--- src/owsd_pkg.sv ---
`timescale 1ns / 1ps
// Package for the single-wire sensor pulse decoder: item types, register map,
// timing windows and frame constants. No dependencies.
package owsd_pkg;

    localparam int TIME_WIDTH  = 16;
    localparam int COUNT_WIDTH = 6;
    localparam int FRAME_BITS  = 40;
    localparam int BYTE_WIDTH  = 8;
    localparam int ADDR_WIDTH  = 4;
    localparam int DATA_WIDTH  = 32;
    localparam int TICK_WIDTH  = 16;

    localparam logic [COUNT_WIDTH-1:0] FIRST_DATA_EDGE = COUNT_WIDTH'(2);
    localparam logic [COUNT_WIDTH-1:0] LAST_EDGE_INDEX = COUNT_WIDTH'(41);

    localparam logic [TICK_WIDTH-1:0] ZERO_MIN_RESET = TICK_WIDTH'(70);
    localparam logic [TICK_WIDTH-1:0] ZERO_MAX_RESET = TICK_WIDTH'(85);
    localparam logic [TICK_WIDTH-1:0] ONE_MIN_RESET  = TICK_WIDTH'(116);
    localparam logic [TICK_WIDTH-1:0] ONE_MAX_RESET  = TICK_WIDTH'(150);

    typedef enum logic [1:0] {
        REG_ZERO_MIN = 2'd0,
        REG_ZERO_MAX = 2'd1,
        REG_ONE_MIN  = 2'd2,
        REG_ONE_MAX  = 2'd3
    } reg_index_t;

    typedef struct packed {
        logic                  frame_start;
        logic [TIME_WIDTH-1:0] edge_time;
    } in_item_t;

    typedef struct packed {
        logic [15:0] humidity_raw;
        logic [15:0] temperature_raw;
        logic        checksum_ok;
    } out_item_t;

endpackage

--- src/one_wire_sensor_pulse_decoder_top.sv ---
`timescale 1ns / 1ps
// Top level of the single-wire sensor pulse decoder: input register, frame
// decode logic, result register and APB register bank. Depends on owsd_pkg.

// One item is taken per cycle when the result side is not stalled. Each item
// is either a frame start, which re-arms the receiver, or the timer value
// captured at a falling edge of the sensor line. An accepted item is held in
// the input register, and its result, if any, is loaded into the result
// register when the item moves on and raises out_valid. The input register
// only holds while a result waits in the output register and the item it
// holds would give another one; all other items pass at full rate.
// After reset the receiver ignores edges until a frame start arrives. The
// first two captures of a frame are the sensor's response pulses; the next forty
// intervals are classified against the zero and one windows (zero window wins
// where they overlap, an interval in neither reads as 0), and the 42nd capture
// gives one result item with humidity, temperature and the checksum flag. Write
// the window registers only while the block is idle.
module one_wire_sensor_pulse_decoder_top
    import owsd_pkg::*;
(
    input  logic                  clk,
    input  logic                  rst_n,
    // edge capture items
    input  logic                  in_valid,
    output logic                  in_stall,
    input  in_item_t              in_item,
    // decoded frame items
    output logic                  out_valid,
    input  logic                  out_stall,
    output out_item_t             out_item,
    // configuration
    input  logic                  psel,
    input  logic                  penable,
    input  logic                  pwrite,
    input  logic [ADDR_WIDTH-1:0] paddr,
    input  logic [DATA_WIDTH-1:0] pwdata,
    output logic [DATA_WIDTH-1:0] prdata,
    output logic                  pready
);

    // Window registers
    logic [TICK_WIDTH-1:0] zero_min_reg;
    logic [TICK_WIDTH-1:0] zero_max_reg;
    logic [TICK_WIDTH-1:0] one_min_reg;
    logic [TICK_WIDTH-1:0] one_max_reg;

    // Input register
    logic     s1_valid_reg;
    logic     s1_valid_next;
    in_item_t s1_item_reg;

    // Frame state
    logic [TIME_WIDTH-1:0]  last_edge_reg;
    logic [TIME_WIDTH-1:0]  last_edge_next;
    logic [COUNT_WIDTH-1:0] edge_count_reg;
    logic [COUNT_WIDTH-1:0] edge_count_next;
    logic [FRAME_BITS-1:0]  frame_bits_reg;
    logic [FRAME_BITS-1:0]  frame_bits_next;
    logic                   frame_done_reg;
    logic                   frame_done_next;

    // Result register
    logic      out_valid_reg;
    logic      out_valid_next;
    out_item_t out_item_reg;
    out_item_t out_item_next;

    logic                  in_accept;
    logic                  s1_fire;
    logic                  s1_result;
    logic [TIME_WIDTH-1:0] interval;
    logic                  in_zero;
    logic                  in_one;
    logic                  bit_value;
    logic [BYTE_WIDTH-1:0] byte_sum;
    logic                  cfg_write;
    reg_index_t            cfg_index;

    // ---------------------------------------------------------------
    // Configuration port
    // ---------------------------------------------------------------
    assign pready    = 1'b1;
    assign cfg_write = psel && penable && pwrite;
    assign cfg_index = reg_index_t'(paddr[3:2]);

    always_ff @(posedge clk or negedge rst_n)
    begin
        if (!rst_n)
        begin
            zero_min_reg <= ZERO_MIN_RESET;
            zero_max_reg <= ZERO_MAX_RESET;
            one_min_reg  <= ONE_MIN_RESET;
            one_max_reg  <= ONE_MAX_RESET;
        end
        else if (cfg_write)
        begin
            unique case (cfg_index)
                REG_ZERO_MIN: zero_min_reg <= pwdata[TICK_WIDTH-1:0];
                REG_ZERO_MAX: zero_max_reg <= pwdata[TICK_WIDTH-1:0];
                REG_ONE_MIN:  one_min_reg  <= pwdata[TICK_WIDTH-1:0];
                REG_ONE_MAX:  one_max_reg  <= pwdata[TICK_WIDTH-1:0];
                default:      ;
            endcase
        end
    end

    always_comb
    begin
        prdata = '0;
        unique case (cfg_index)
            REG_ZERO_MIN: prdata = DATA_WIDTH'(zero_min_reg);
            REG_ZERO_MAX: prdata = DATA_WIDTH'(zero_max_reg);
            REG_ONE_MIN:  prdata = DATA_WIDTH'(one_min_reg);
            REG_ONE_MAX:  prdata = DATA_WIDTH'(one_max_reg);
            default:      prdata = '0;
        endcase
    end

    // ---------------------------------------------------------------
    // Handshake: the held item moves on unless it would produce a result
    // while the result register is still full and stalled.
    // ---------------------------------------------------------------
    assign s1_result = s1_valid_reg && !s1_item_reg.frame_start && !frame_done_reg
                       && (edge_count_reg >= LAST_EDGE_INDEX);
    assign s1_fire   = s1_valid_reg && !(s1_result && out_valid_reg && out_stall);
    assign in_stall  = s1_valid_reg && !s1_fire;
    assign in_accept = in_valid && !in_stall;

    always_comb
    begin
        s1_valid_next = s1_valid_reg;
        if (in_accept)
        begin
            s1_valid_next = 1'b1;
        end
        else if (s1_fire)
        begin
            s1_valid_next = 1'b0;
        end
    end

    // ---------------------------------------------------------------
    // Decode: interval, window match, shift and frame completion
    // ---------------------------------------------------------------
    assign interval  = s1_item_reg.edge_time - last_edge_reg;
    assign in_zero   = (interval >= zero_min_reg) && (interval <= zero_max_reg);
    assign in_one    = (interval >= one_min_reg) && (interval <= one_max_reg);
    // zero window takes priority, and no match reads as zero
    assign bit_value = !in_zero && in_one;

    always_comb
    begin
        last_edge_next  = last_edge_reg;
        edge_count_next = edge_count_reg;
        frame_bits_next = frame_bits_reg;
        frame_done_next = frame_done_reg;
        if (s1_fire)
        begin
            if (s1_item_reg.frame_start)
            begin
                last_edge_next  = '0;
                edge_count_next = '0;
                frame_bits_next = '0;
                frame_done_next = 1'b0;
            end
            else if (!frame_done_reg)
            begin
                last_edge_next = s1_item_reg.edge_time;
                if (edge_count_reg >= FIRST_DATA_EDGE)
                begin
                    frame_bits_next = {frame_bits_reg[FRAME_BITS-2:0], bit_value};
                end
                if (edge_count_reg < LAST_EDGE_INDEX)
                begin
                    edge_count_next = edge_count_reg + 1'b1;
                end
                else
                begin
                    frame_done_next = 1'b1;
                end
            end
        end
    end

    // Bytes of the completed frame, taken from the shifted value
    assign byte_sum = frame_bits_next[39:32] + frame_bits_next[31:24]
                    + frame_bits_next[23:16] + frame_bits_next[15:8];

    always_comb
    begin
        out_item_next  = out_item_reg;
        out_valid_next = out_valid_reg && out_stall;
        if (s1_fire && s1_result)
        begin
            out_valid_next                = 1'b1;
            out_item_next.humidity_raw    = frame_bits_next[39:24];
            out_item_next.temperature_raw = frame_bits_next[23:8];
            out_item_next.checksum_ok     = (byte_sum == frame_bits_next[7:0]);
        end
    end

    // ---------------------------------------------------------------
    // Registers
    // ---------------------------------------------------------------
    always_ff @(posedge clk or negedge rst_n)
    begin
        if (!rst_n)
        begin
            s1_valid_reg   <= 1'b0;
            out_valid_reg  <= 1'b0;
            last_edge_reg  <= '0;
            edge_count_reg <= '0;
            frame_bits_reg <= '0;
            frame_done_reg <= 1'b1;
        end
        else
        begin
            s1_valid_reg   <= s1_valid_next;
            out_valid_reg  <= out_valid_next;
            last_edge_reg  <= last_edge_next;
            edge_count_reg <= edge_count_next;
            frame_bits_reg <= frame_bits_next;
            frame_done_reg <= frame_done_next;
        end
    end

    // Payload: hold while stalled, load on acceptance
    always_ff @(posedge clk)
    begin
        if (in_accept)
        begin
            s1_item_reg <= in_item;
        end
        out_item_reg <= out_item_next;
    end

    assign out_valid = out_valid_reg;
    assign out_item  = out_item_reg;

endmodule

--- config.mk ---
export PLATFORM = sky130hd
export DESIGN_NAME = one_wire_sensor_pulse_decoder_top
export DESIGN_NICKNAME = d
export VERILOG_FILES = /design/src/owsd_pkg.sv /design/src/one_wire_sensor_pulse_decoder_top.sv
export SDC_FILE = /design/constraint.sdc
export NUM_CORES = 1
export LEC_CHECK = 0
export ABC_AREA = 1
export BUFFER_PORTS_ARGS = -buffer_cell sky130_fd_sc_hd__buf_2
export CAP_MARGIN = 5
export CORE_ASPECT_RATIO = 0.9
export CORE_MARGIN = 3
export CORE_UTILIZATION = 35
export CTS_CLUSTER_SIZE = 28
export DETAILED_ROUTE_END_ITERATION = 7
export GPL_ROUTABILITY_DRIVEN = 0
export GPL_TIMING_DRIVEN = 0
export HOLD_SLACK_MARGIN = 0.08
export PLACE_DENSITY_LB_ADDON = 0.3
export SLEW_MARGIN = 20
export SYNTH_ARGS = -nofsm -noshare
export SYNTH_HDL_FRONTEND = slang
export SYNTH_SLANG_ARGS = --single-unit
export TNS_END_PERCENT = 5
--- constraint.sdc ---
create_clock -name clk -period 4.95 [get_ports clk]
set_clock_uncertainty 0.05 [all_clocks]
set_input_delay 0.2475 -clock clk [delete_from_list [all_inputs] [get_ports clk]]
set_output_delay 0.2475 -clock clk [all_outputs]
set_load 0.02 [all_outputs]
==> results.md, run 1 <==
- Core area: a little under 30000 um2
- Outcome: finished, final reports clean
- Most used cell, CP: nand2_1
- Flops & latches, synth: 179
- Post-route minimum period: 4.730 ns
- HPWL after detailed placement: 20210 um
- Fillcell total: 2882
- Hold Violations, Final: 0
- Top Family by Delay on Critical Path: adder cells
- DR top layer: met4
- Rows: 59
- Die width: 188.7 um
- Initial Utilization: between 30 and 40%
- WP data required: around 5.1 ns
- Distinct cells, synth: 45
- Clk_lat worst skew: 0.44 ns
- Final WL: 27610 um
- Yosys warns: 0
- Worst Path Class, Setup: reg2reg
- Grt ovf: 0
- Max reg flops: 40
- Pwr Total: 6.484 mW
- # port buffers: 92
- Largest net degree at the start of global routing: 71
- I/O pin cnt: 128
- Share of layout cells above drive strength 1: 16.62%
- Routed wire length per instance: 15.20 um
- Crit-path slowest cell: fa_1
- Total number of vias: about 8600
- Final setup fails: 0
- GRT Total Usage: 17.26%
- Seq/Total Area, Yosys: 45.16%
- Worst Reg-to-Reg Cells: 29
- Post-Route M1 WL: 13660 um
- Met2 routed WL: 12040 um
- Avg Cell Area, Syn: between 8 and 9 um2
- Mean number of vias per cell: 4.713
- Drt drc: 0
- N_diodes: 0
- Worst Setup Start Kind: flip-flop
- Slowest Stage Delay on Critical Path: ~0.54 ns
- CTS Root Cell: clkbuf_16
- Worst path arrival time: approximately 4.9 ns
- WL met3: 1389 um
- Max Cap Viol: 0
- Worst path bufs/invs: 6
- Worst slew margin: 40.35%
- Die area: 32170 um2
- VDD IR max: approximately 0.00026 V
- Worst min-delay path category: in2reg
- Num CTS Buffers: 17
- Initial DRC Count: 599
- Final slew viol count: 0
- Synth-to-Final Area Change: 22.03%
- Clock sink count: 179
- Cell Pwr Density: just over 500 nW/um2
- Cell Area, Synth: 10520 um2
- First-pass GRT wire length: roughly 44000 um
- Drt pass-1 iters: 5
- Post-DP Area: 11590 um2
- Finished Cell Area: 12830 um2
- Clock-pin slew on the worst setup and hold paths: roughly 0.080 ns
- Initial antenna violation count: 0
- CTS tree: yes
- Post-Syn Instances: 1220
- CP Capture Type: flip-flop
- Post-route ant nets: 0
- H-tree depth: 4
- Net count, final: 1572
- Fin crit share: a little over nine tenths
- Hold Path Depth: 3
- Hold Slack: 0.08326 ns
- Vias in the first global route: 8284
- CP Max Fanout: 5
- Max Fclk: 211.4 MHz
- WP depth: 29
- Die height: 170.4 um
- Setup tns final: 0 ns
- Max Buffers Root-to-Sink: 2
- LEAKAGE: about 6.4 nW
- Measured slew at the worst slew-check pin: 0.8915 ns
- Finished Core Util: 43.90%
[where the power goes]
group	internal, mW	total [mW]	switching (mW)	leakage [nW]
Combinational	1.23	3.03	1.80	3.95
Clock	0.721	1.47	0.749	0.310
Sequential	1.82	1.99	0.167	2.10
[cell usage in the layout (no fill, tap or decap), types with 46 or more instances in the layout]
| master | n |
|---|---|
| o21ai_0 | 116 |
| inv_1 | 205 |
| dfrtp_1 | 113 |
| nand3_1 | 54 |
| ha_1 | 88 |
| nand2_1 | 281 |
| buf_2 | 97 |
| a21oi_1 | 56 |
| buf_4 | 46 |
| edfxtp_1 | 50 |
[final timing paths]
| kind | startpoint | endpoint | slack [ns] |
|---|---|---|---|
| min in group asynchronous | rst_n | one_max_reg[9] | 0.28 |
| hold reg to reg | one_max_reg[10] | one_max_reg[10] | 0.44 |
| setup / recovery | edge_count_reg[0] | out_item[0] | 0.22 |
| max in group asynchronous | rst_n | frame_done_reg | 3.80 |
| setup reg to reg | edge_count_reg[0] | out_item[0] | 0.22 |
| hold / removal | pwdata[11] | zero_min_reg[11] | 0.08 |
[area by class of cell]
cell class	instances	area, um2	share of cell area, %
plain buffers	50	302.8	2.359
clock buffers	17	425.4	3.315
clock inverters	15	216.5	1.687
inverters	211	799.5	6.230
multi-input cells	795	4813	37.51
flip-flops and latches	179	4750	37.01
well taps	396	495.5	3.861
repair buffers	153	1031	8.034
[stage by stage]
step | cells | setup slack [ns]
6_report | 1816 | 0.2203
5_1_grt | 1816 | -0.05922
4_1_cts | 1794 | 0.04667
3_5_place_dp | 1725 | -0.4656
3_3_place_gp | 1723 | -0.4288
2_1_floorplan | 1235 | 0.2948
[logic make-up (layout without fill, tap and decap cells)]
group,count (synthesis),in the layout,synth area share (%)
other cells,2,17,0.07141
simple gates,410,410,16.35
compound gates,244,244,13.06
flops,179,179,45.16
xor+xnor,19,19,1.582
fa+ha+maj,105,105,13.56
buf+inv,261,446,10.21
[per-layer routing]
layer | global-route usage (%) | up-vias
li1 | - | 4326
met1 | 25.55 | 3997
met2 | 25.99 | 205
met3 | 2.719 | 31
met4 | 5.471 | 0
met5 | 0 | -
[cell usage after synthesis (all sizes together)]
cell type	instances	area (um2)
o2111ai	15	131.4
clkbuf	19	71.32
nand3b	4	30.03
fa	15	300.3
xor2	12	105.1
xnor2	7	61.31
conb	2	7.510
nand3	57	307.8
a31oi	3	18.77
dfstp	16	420.4
o21a	10	75.07
a21boi	2	15.01
nor3b	1	7.510
or2	6	37.53
inv	211	792.0
and3	1	6.260
edfxtp	50	1501
o22ai	2	12.51
nor3	6	30.03
nand2	286	1086
buf	31	210.2
a21oi	61	309.1
nor4	1	6.260
nor2	40	157.7
a211oi	3	22.52
o21ai	133	676.9
dfrtp	113	2828
a21o	3	22.52
nand4	7	43.79
ha	90	1126
o211ai	12	90.09
nand2b	1	6.260
[worst reg2reg max path, delay by kind of cell (launching register included)]
kind	cells	cell delay (ns)
buf+inv	6	0.63
compound gates	4	0.48
flops	1	0.39
simple gates	15	1.29
fa+ha+maj	4	1.65
[repair_timing]
action	4_1_cts	5_1_grt
setup buffers	7	21
gates resized for setup	7	24
endpoints found under the hold margin	110	0
cloned	0	1
pin swaps	2	15
hold buffers	30	0
endpoints found under the setup margin	1	1
Note: power is estimated with default switching activity, not from simulation.
==> inputs of run 2 (changes only) <==
--- a/config.mk
+++ b/config.mk
@@ -8,9 +8,11 @@
 export ABC_AREA = 1
 export BUFFER_PORTS_ARGS = -buffer_cell sky130_fd_sc_hd__buf_2
 export CAP_MARGIN = 5
+export CELL_PAD_IN_SITES_DETAIL_PLACEMENT = 1
+export CELL_PAD_IN_SITES_GLOBAL_PLACEMENT = 2
 export CORE_ASPECT_RATIO = 0.9
 export CORE_MARGIN = 3
-export CORE_UTILIZATION = 35
+export CORE_UTILIZATION = 32
 export CTS_CLUSTER_SIZE = 28
 export DETAILED_ROUTE_END_ITERATION = 7
 export GPL_ROUTABILITY_DRIVEN = 0
==> results.md, run 2 (synthesis gave the netlist of run 1 again) <==
- Outcome: finished, final reports clean
- Finished Cell Area: 12850 um2 (+0.14%)
- VDD IR max: 0.0002958 V (+16%)
- Vias in the first global route: 8945 (+8.0%)
- Num CTS Buffers: 17 (unchanged)
- Psw: 2.817 mW (+3.7%)
- Final WL: 32640 um (+18%)
- Switch share: 42.94% (+1.1 points)
- Hold Violations, Final: 0 (unchanged)
- Die width: 197.1 um (+4.4%)
- Clock-pin slew on the worst setup and hold paths: 0.08 ns (about the same)
- First-pass GRT wire length: 51050 um (+16%)
- Worst slew margin: 40.04% (-0.30 points)
- Post-Layout Cell Count: 1830 (+0.77%)
- Die height: 178.0 um (+4.4%)
- Final slew viol count: 0 (unchanged)
- Slowest Stage Delay on Critical Path: 0.48 ns (-0.06 ns)
- GRT Total Usage: 19.01% (+1.7 points)
- Post-DP Area: 11620 um2 (+0.22%)
- Synth-to-Final Area Change: 22.20%
- Post-route minimum period: 4.683 ns (-0.04696 ns)
- Fin crit share: 94.60% (-0.95 points)
- WP data required: 5.12 ns (+0.02 ns)
- Worst path arrival time: 4.85 ns (-0.03 ns)
- Drt drc: 0 (unchanged)
- Grt ovf: 0 (unchanged)
- I/O pin cnt: 128 (unchanged)
- Clk_lat worst skew: 0.45 ns (about the same)
- HPWL after detailed placement: 24440 um (+21%)
- Worst path bufs/invs: 6 (unchanged)
- Internal Dissipation: 3.743 mW (-0.67%)
- Die area: 35080 um2 (+9.1%)
- Commonest non-fill, non-tap cells in the layout: 278 x nand2_1, 201 x inv_1, 113 x o21ai_0
- Max Fclk: 213.6 MHz (+1.0%)
- Inst Count DP: 1745 (+1.2%)
- Core area: 32120 um2 (+9.9%)
- Net count, final: 1566 (-0.38%)
- Max reg flops: 40 (unchanged)
- LEAKAGE: 6.308 nW (-0.90%)
- Worst Path Class, Setup: reg2reg
- Initial DRC Count: 433 (-28%)
- Worst min-delay path category: in2reg
- Measured slew at the worst slew-check pin: 0.8961 ns (+0.004551 ns)
- Post-route ant nets: 0 (unchanged)
- Pre-CTS WS: -0.6073 ns (-0.1417 ns)
- Routed wire length per instance: 17.84 um (+17%)
- Setup ws final: 0.2673 ns (+0.04696 ns)
- CP Max Fanout: 10 (+5)
- Most used cell, CP: nand2_1
- Share of layout cells above drive strength 1: 16.90% (+0.28 points)
- Rows: 62 (+5.1%)
- Max Buffers Root-to-Sink: 2 (unchanged)
- Combinational power share: 48.8% (+2.1 points)
- Sequential Power Share: 30.4% (-0.2 points)
- Final setup fails: 0 (unchanged)
- CTS Root Cell: clkbuf_16
- # port buffers: 92 (unchanged)
- Initial Utilization: 32.75% (-3.2 points)
- Clock sink count: 179 (unchanged)
- N_diodes: 0 (unchanged)
- Mean number of vias per cell: 4.738 (+0.52%)
- CTS tree: yes
- Most common cell after layout, fill and taps aside: nand2_1
- Crit-path slowest cell: fa_1
- H-tree depth: 4 (unchanged)
- Max Cap Viol: 0 (unchanged)
- Hold Slack: 0.1127 ns (+0.02946 ns)
- Cell Pwr Density: 510.5 nW/um2 (+1.0%)
- Top Family by Delay on Critical Path: adder cells
- Drt pass-1 iters: 4 (-1)
- Largest net degree at the start of global routing: 72 (+1.4%)
- Worst Setup Start Kind: flip-flop
- CP Capture Type: flip-flop
- Finished Core Util: 40.01% (-3.9 points)
- Clock power frac: 20.8% (-1.9 points)
- Total number of vias: 8670 (+1.3%)
- Initial antenna violation count: 0 (unchanged)
-- run 2: changes by cell type in the layout (fill, tap and decap cells not counted), moves of 4 or more --
cell / delta
inv_12: -8
inv_1: -4
dlygate4sd3_1: +4
buf_4: -10
inv_2: +4
-- run 2: what timing repair did --
item                       CTS  global route
pin swaps                    2            18
gates cloned                 0             1
hold endpoints to repair   123             0
setup endpoints to repair    1             1
setup buffers                7            11
resized for setup           11            43
hold buffers                34             0
-- run 2: final cells by class --
| cell class | instances | area, um2 |
|---|---|---|
| inverters | 211 | 797.0 |
| clock inverters | 13 | 148.9 |
| fillers | 3859 | 19260 |
| well taps | 416 | 520.5 |
| multi-input cells | 795 | 4892 |
| repair buffers | 147 | 1002 |
| flip-flops and latches | 179 | 4751 |
| plain buffers | 50 | 306.5 |
| clock buffers | 19 | 432.9 |
-- run 2: metrics by stage --
step,power [mW],TNS (ns)
after global placement,4.886,-0.5914
after global routing,7.203,-0.05905
after CTS,6.442,0
after detailed placement,4.980,-0.6073
after floorplan,4.078,0
final,6.560,0
-- run 2: worst paths after layout --
| path | from | endpoint | slack (ns) | cells past startpoint |
|---|---|---|---|---|
| setup / recovery | edge_count_reg[1] | out_item[0] | 0.27 | 29 |
| setup reg to reg | edge_count_reg[1] | out_item[0] | 0.27 | 29 |
| hold reg to reg | one_max_reg[10] | one_max_reg[10] | 0.44 | 2 |
| max in group asynchronous | rst_n | one_min_reg[2] | 3.77 | 3 |
| hold / removal | pwdata[12] | zero_min_reg[12] | 0.11 | 3 |
| min in group asynchronous | rst_n | edge_count_reg[2] | 0.25 | 2 |
-- run 2: tightest hold or removal path, cell delays in order --
cell and delay (ns):
buf_2 0.08, inv_1 0.09, o21ai_0 0.17
-- run 2: power by group through the flow --
stage	sequential (mW)	clock [mW]	combinational, mW
final	2.00	1.36	3.20
after detailed placement	2.02	0	2.96
after global placement	2.02	0	2.87
after CTS	2.00	1.40	3.04
after global routing	2.03	1.46	3.71
after floorplan	1.95	0	2.12
-- run 2: layer usage --
| metal | vias to the layer above | share of wire, % | track usage, % |
|---|---|---|---|
| li1 | 4290 | - | - |
| met1 | 4226 | 53 | 29.24 |
| met2 | 129 | 42 | 27.81 |
| met3 | 25 | 3.5 | 2.531 |
| met4 | 0 | 1.7 | 5.523 |
| met5 | - | 0 | 0 |
==> inputs of run 3 (changes only) <==
--- a/config.mk
+++ b/config.mk
@@ -7,7 +7,6 @@
 export LEC_CHECK = 0
 export ABC_AREA = 1
 export BUFFER_PORTS_ARGS = -buffer_cell sky130_fd_sc_hd__buf_2
-export CAP_MARGIN = 5
 export CELL_PAD_IN_SITES_DETAIL_PLACEMENT = 1
 export CELL_PAD_IN_SITES_GLOBAL_PLACEMENT = 2
 export CORE_ASPECT_RATIO = 0.9
@@ -18,6 +17,7 @@
 export GPL_ROUTABILITY_DRIVEN = 0
 export GPL_TIMING_DRIVEN = 0
 export HOLD_SLACK_MARGIN = 0.08
+export MAX_ROUTING_LAYER = met4
 export PLACE_DENSITY_LB_ADDON = 0.3
 export SLEW_MARGIN = 20
 export SYNTH_ARGS = -nofsm -noshare
==> results.md, run 3 (synthesis gave the netlist of run 1 again) <==
- Slowest Stage Delay on Critical Path: 0.48 ns (about the same)
- Sequential Power Share: 30.4% (about the same)
- Max reg flops: 40 (unchanged)
- Mean number of vias per cell: 4.731 (-0.15%)
- Die height: 178.0 um (unchanged)
- Routed wire length per instance: 17.85 um (about the same)
- Worst path arrival time: 4.83 ns (-0.02 ns)
- CP Capture Type: flip-flop
- Synth-to-Final Area Change: 22.15% (about the same)
- Die area: 35080 um2 (unchanged)
- Initial antenna violation count: 0 (unchanged)
- Finished Cell Area: 12850 um2 (about the same)
- Setup tns final: 0 ns (unchanged)
- First-pass GRT wire length: 51020 um (about the same)
- VDD IR max: 0.0002982 V (+0.80%)
- Share of layout cells above drive strength 1: 16.90% (unchanged)
- Clock-pin slew on the worst setup and hold paths: 0.07 ns (about the same)
- Grt ovf: 0 (unchanged)
- CTS tree: yes
- Final WL: 32670 um (about the same)
- Vias in the first global route: 8958 (+0.15%)
- CP Max Fanout: 10 (unchanged)
- Top Family by Delay on Critical Path: adder cells
- Final setup fails: 0 (unchanged)
- Final slew viol count: 0 (unchanged)
- Die width: 197.1 um (unchanged)
- Pwr Total: 6.564 mW (about the same)
- Worst Path Class, Setup: reg2reg
- CTS Root Cell: clkbuf_16
- Worst Setup Start Kind: flip-flop
- Cell Pwr Density: 511.0 nW/um2 (+0.10%)
- Inst Count DP: 1745 (unchanged)
- Outcome: finished, final reports clean
- Measured slew at the worst slew-check pin: 0.9140 ns (+0.01792 ns)
- Post-route ant nets: 0 (unchanged)
- Internal Dissipation: 3.741 mW (about the same)
- Initial DRC Count: 447 (+3.2%)
- Max Buffers Root-to-Sink: 2 (unchanged)
- Rows: 62 (unchanged)
- Clock sink count: 179 (unchanged)
- Drt drc: 0 (unchanged)
- Post-Layout Cell Count: 1830 (unchanged)
- LEAKAGE: 6.305 nW (about the same)
- HPWL after detailed placement: 24440 um (unchanged)
- Crit-path slowest cell: fa_1
- # port buffers: 92 (unchanged)
- Fin crit share: 94.23% (-0.37 points)
- Num CTS Buffers: 17 (unchanged)
- Net count, final: 1566 (unchanged)
- Worst slew margin: 38.84% (-1.2 points)
- GRT Total Usage: 19.58% (+0.57 points)
- Core area: 32120 um2 (unchanged)
- I/O pin cnt: 128 (unchanged)
- Combinational power share: 48.7% (about the same)
- Commonest non-fill, non-tap cells in the layout: 278 x nand2_1, 201 x inv_1, 113 x o21ai_0
- Psw: 2.823 mW (+0.20%)
- Fillcell total: 3860 (+0.026%)
- Post-DP Area: 11620 um2 (unchanged)
- Drt pass-1 iters: 5 (+1)
- Worst path bufs/invs: 6 (unchanged)
- Total number of vias: 8657 (-0.15%)
- Hold Violations, Final: 0 (unchanged)
- Max Fclk: 214.4 MHz (+0.40%)
- Initial Utilization: 32.75% (unchanged)
- N_diodes: 0 (unchanged)
- Multi-input gate area: 4887 um2 (-0.10%)
- Setup ws final: 0.2858 ns (+0.01853 ns)
- Pre-CTS WS: -0.6073 ns (unchanged)
- Sequential Area: 4751 um2 (unchanged)
- Most used cell, CP: nand2_1
- Largest net degree at the start of global routing: 72 (unchanged)
- WP data required: 5.12 ns (about the same)
- Clk_lat worst skew: 0.46 ns (about the same)
- Clock power frac: 20.8% (about the same)
- Post-route minimum period: 4.664 ns (-0.01853 ns)
- Most common cell after layout, fill and taps aside: nand2_1
- Max Cap Viol: 0 (unchanged)
- Switch share: 43.00% (+0.061 points)
- Worst min-delay path category: in2reg
- H-tree depth: 4 (unchanged)
==> run 3: changes by cell type in the layout (fill, tap and decap cells not counted) <==
cell	previous run	this run
nor2_2	4	5
nor2_4	3	2
==> run 3: power by group through the flow <==
stage	Sequential, mW	Combinational, mW	Clock (mW)
after floorplan	1.95	2.12	0
after CTS	2.00	3.04	1.40
after detailed placement	2.02	2.96	0
after global placement	2.02	2.87	0
after global routing	2.03	3.71	1.46
final	2.00	3.20	1.37
==> run 3: final cells by class <==
class	instances	share of cell area (%)
plain buffers	50	2.386
clock buffers	19	3.370
clock inverters	13	1.159
inverters	211	6.204
multi-input cells	795	38.04
flip-flops and latches	179	36.98
well taps	416	4.052
repair buffers	147	7.802
==> run 3: path summary, 6_finish.rpt <==
path	startpoint	endpoint	slack, ns	cells past startpoint
max in group asynchronous	rst_n	one_min_reg[2]	3.79	3
max reg2reg	edge_count_reg[1]	out_item[0]	0.29	29
min in group asynchronous	rst_n	edge_count_reg[2]	0.25	2
max	edge_count_reg[1]	out_item[0]	0.29	29
min	pwdata[12]	zero_min_reg[12]	0.11	3
min reg2reg	one_max_reg[14]	one_max_reg[14]	0.44	2
==> run 3: layer usage <==
metal  global-route usage (%)  part of all wire (%)
met1                    29.34                    54
met2                    27.78                    42
met3                    2.436                   2.4
met4                    5.523                   1.6
met5                        -                     0
==> run 3: stage by stage <==
step	hold WS, ns	util, %
global route	0.1215	40.00
global placement	0.3764	35.97
floorplan	-0.09809	-
CTS	0.09002	39.32
finish	0.1089	40.00
detailed placement	0.1623	36.18
==> run 3: repair_timing <==
| action | 4_1_cts | 5_1_grt |
|---|---|---|
| resized for setup | 11 | 42 |
| hold endpoints to repair | 123 | 0 |
| pin swaps | 2 | 18 |
| endpoints found under the setup margin | 1 | 1 |
| gates cloned | 0 | 1 |
| hold buffers | 34 | 0 |
| setup buffers | 7 | 11 |
==> run 3: worst min-delay path: cells and delay by family <==
kind | cells | cell delay [ns]
buf+inv | 2 | 0.17
compound gates | 1 | 0.17
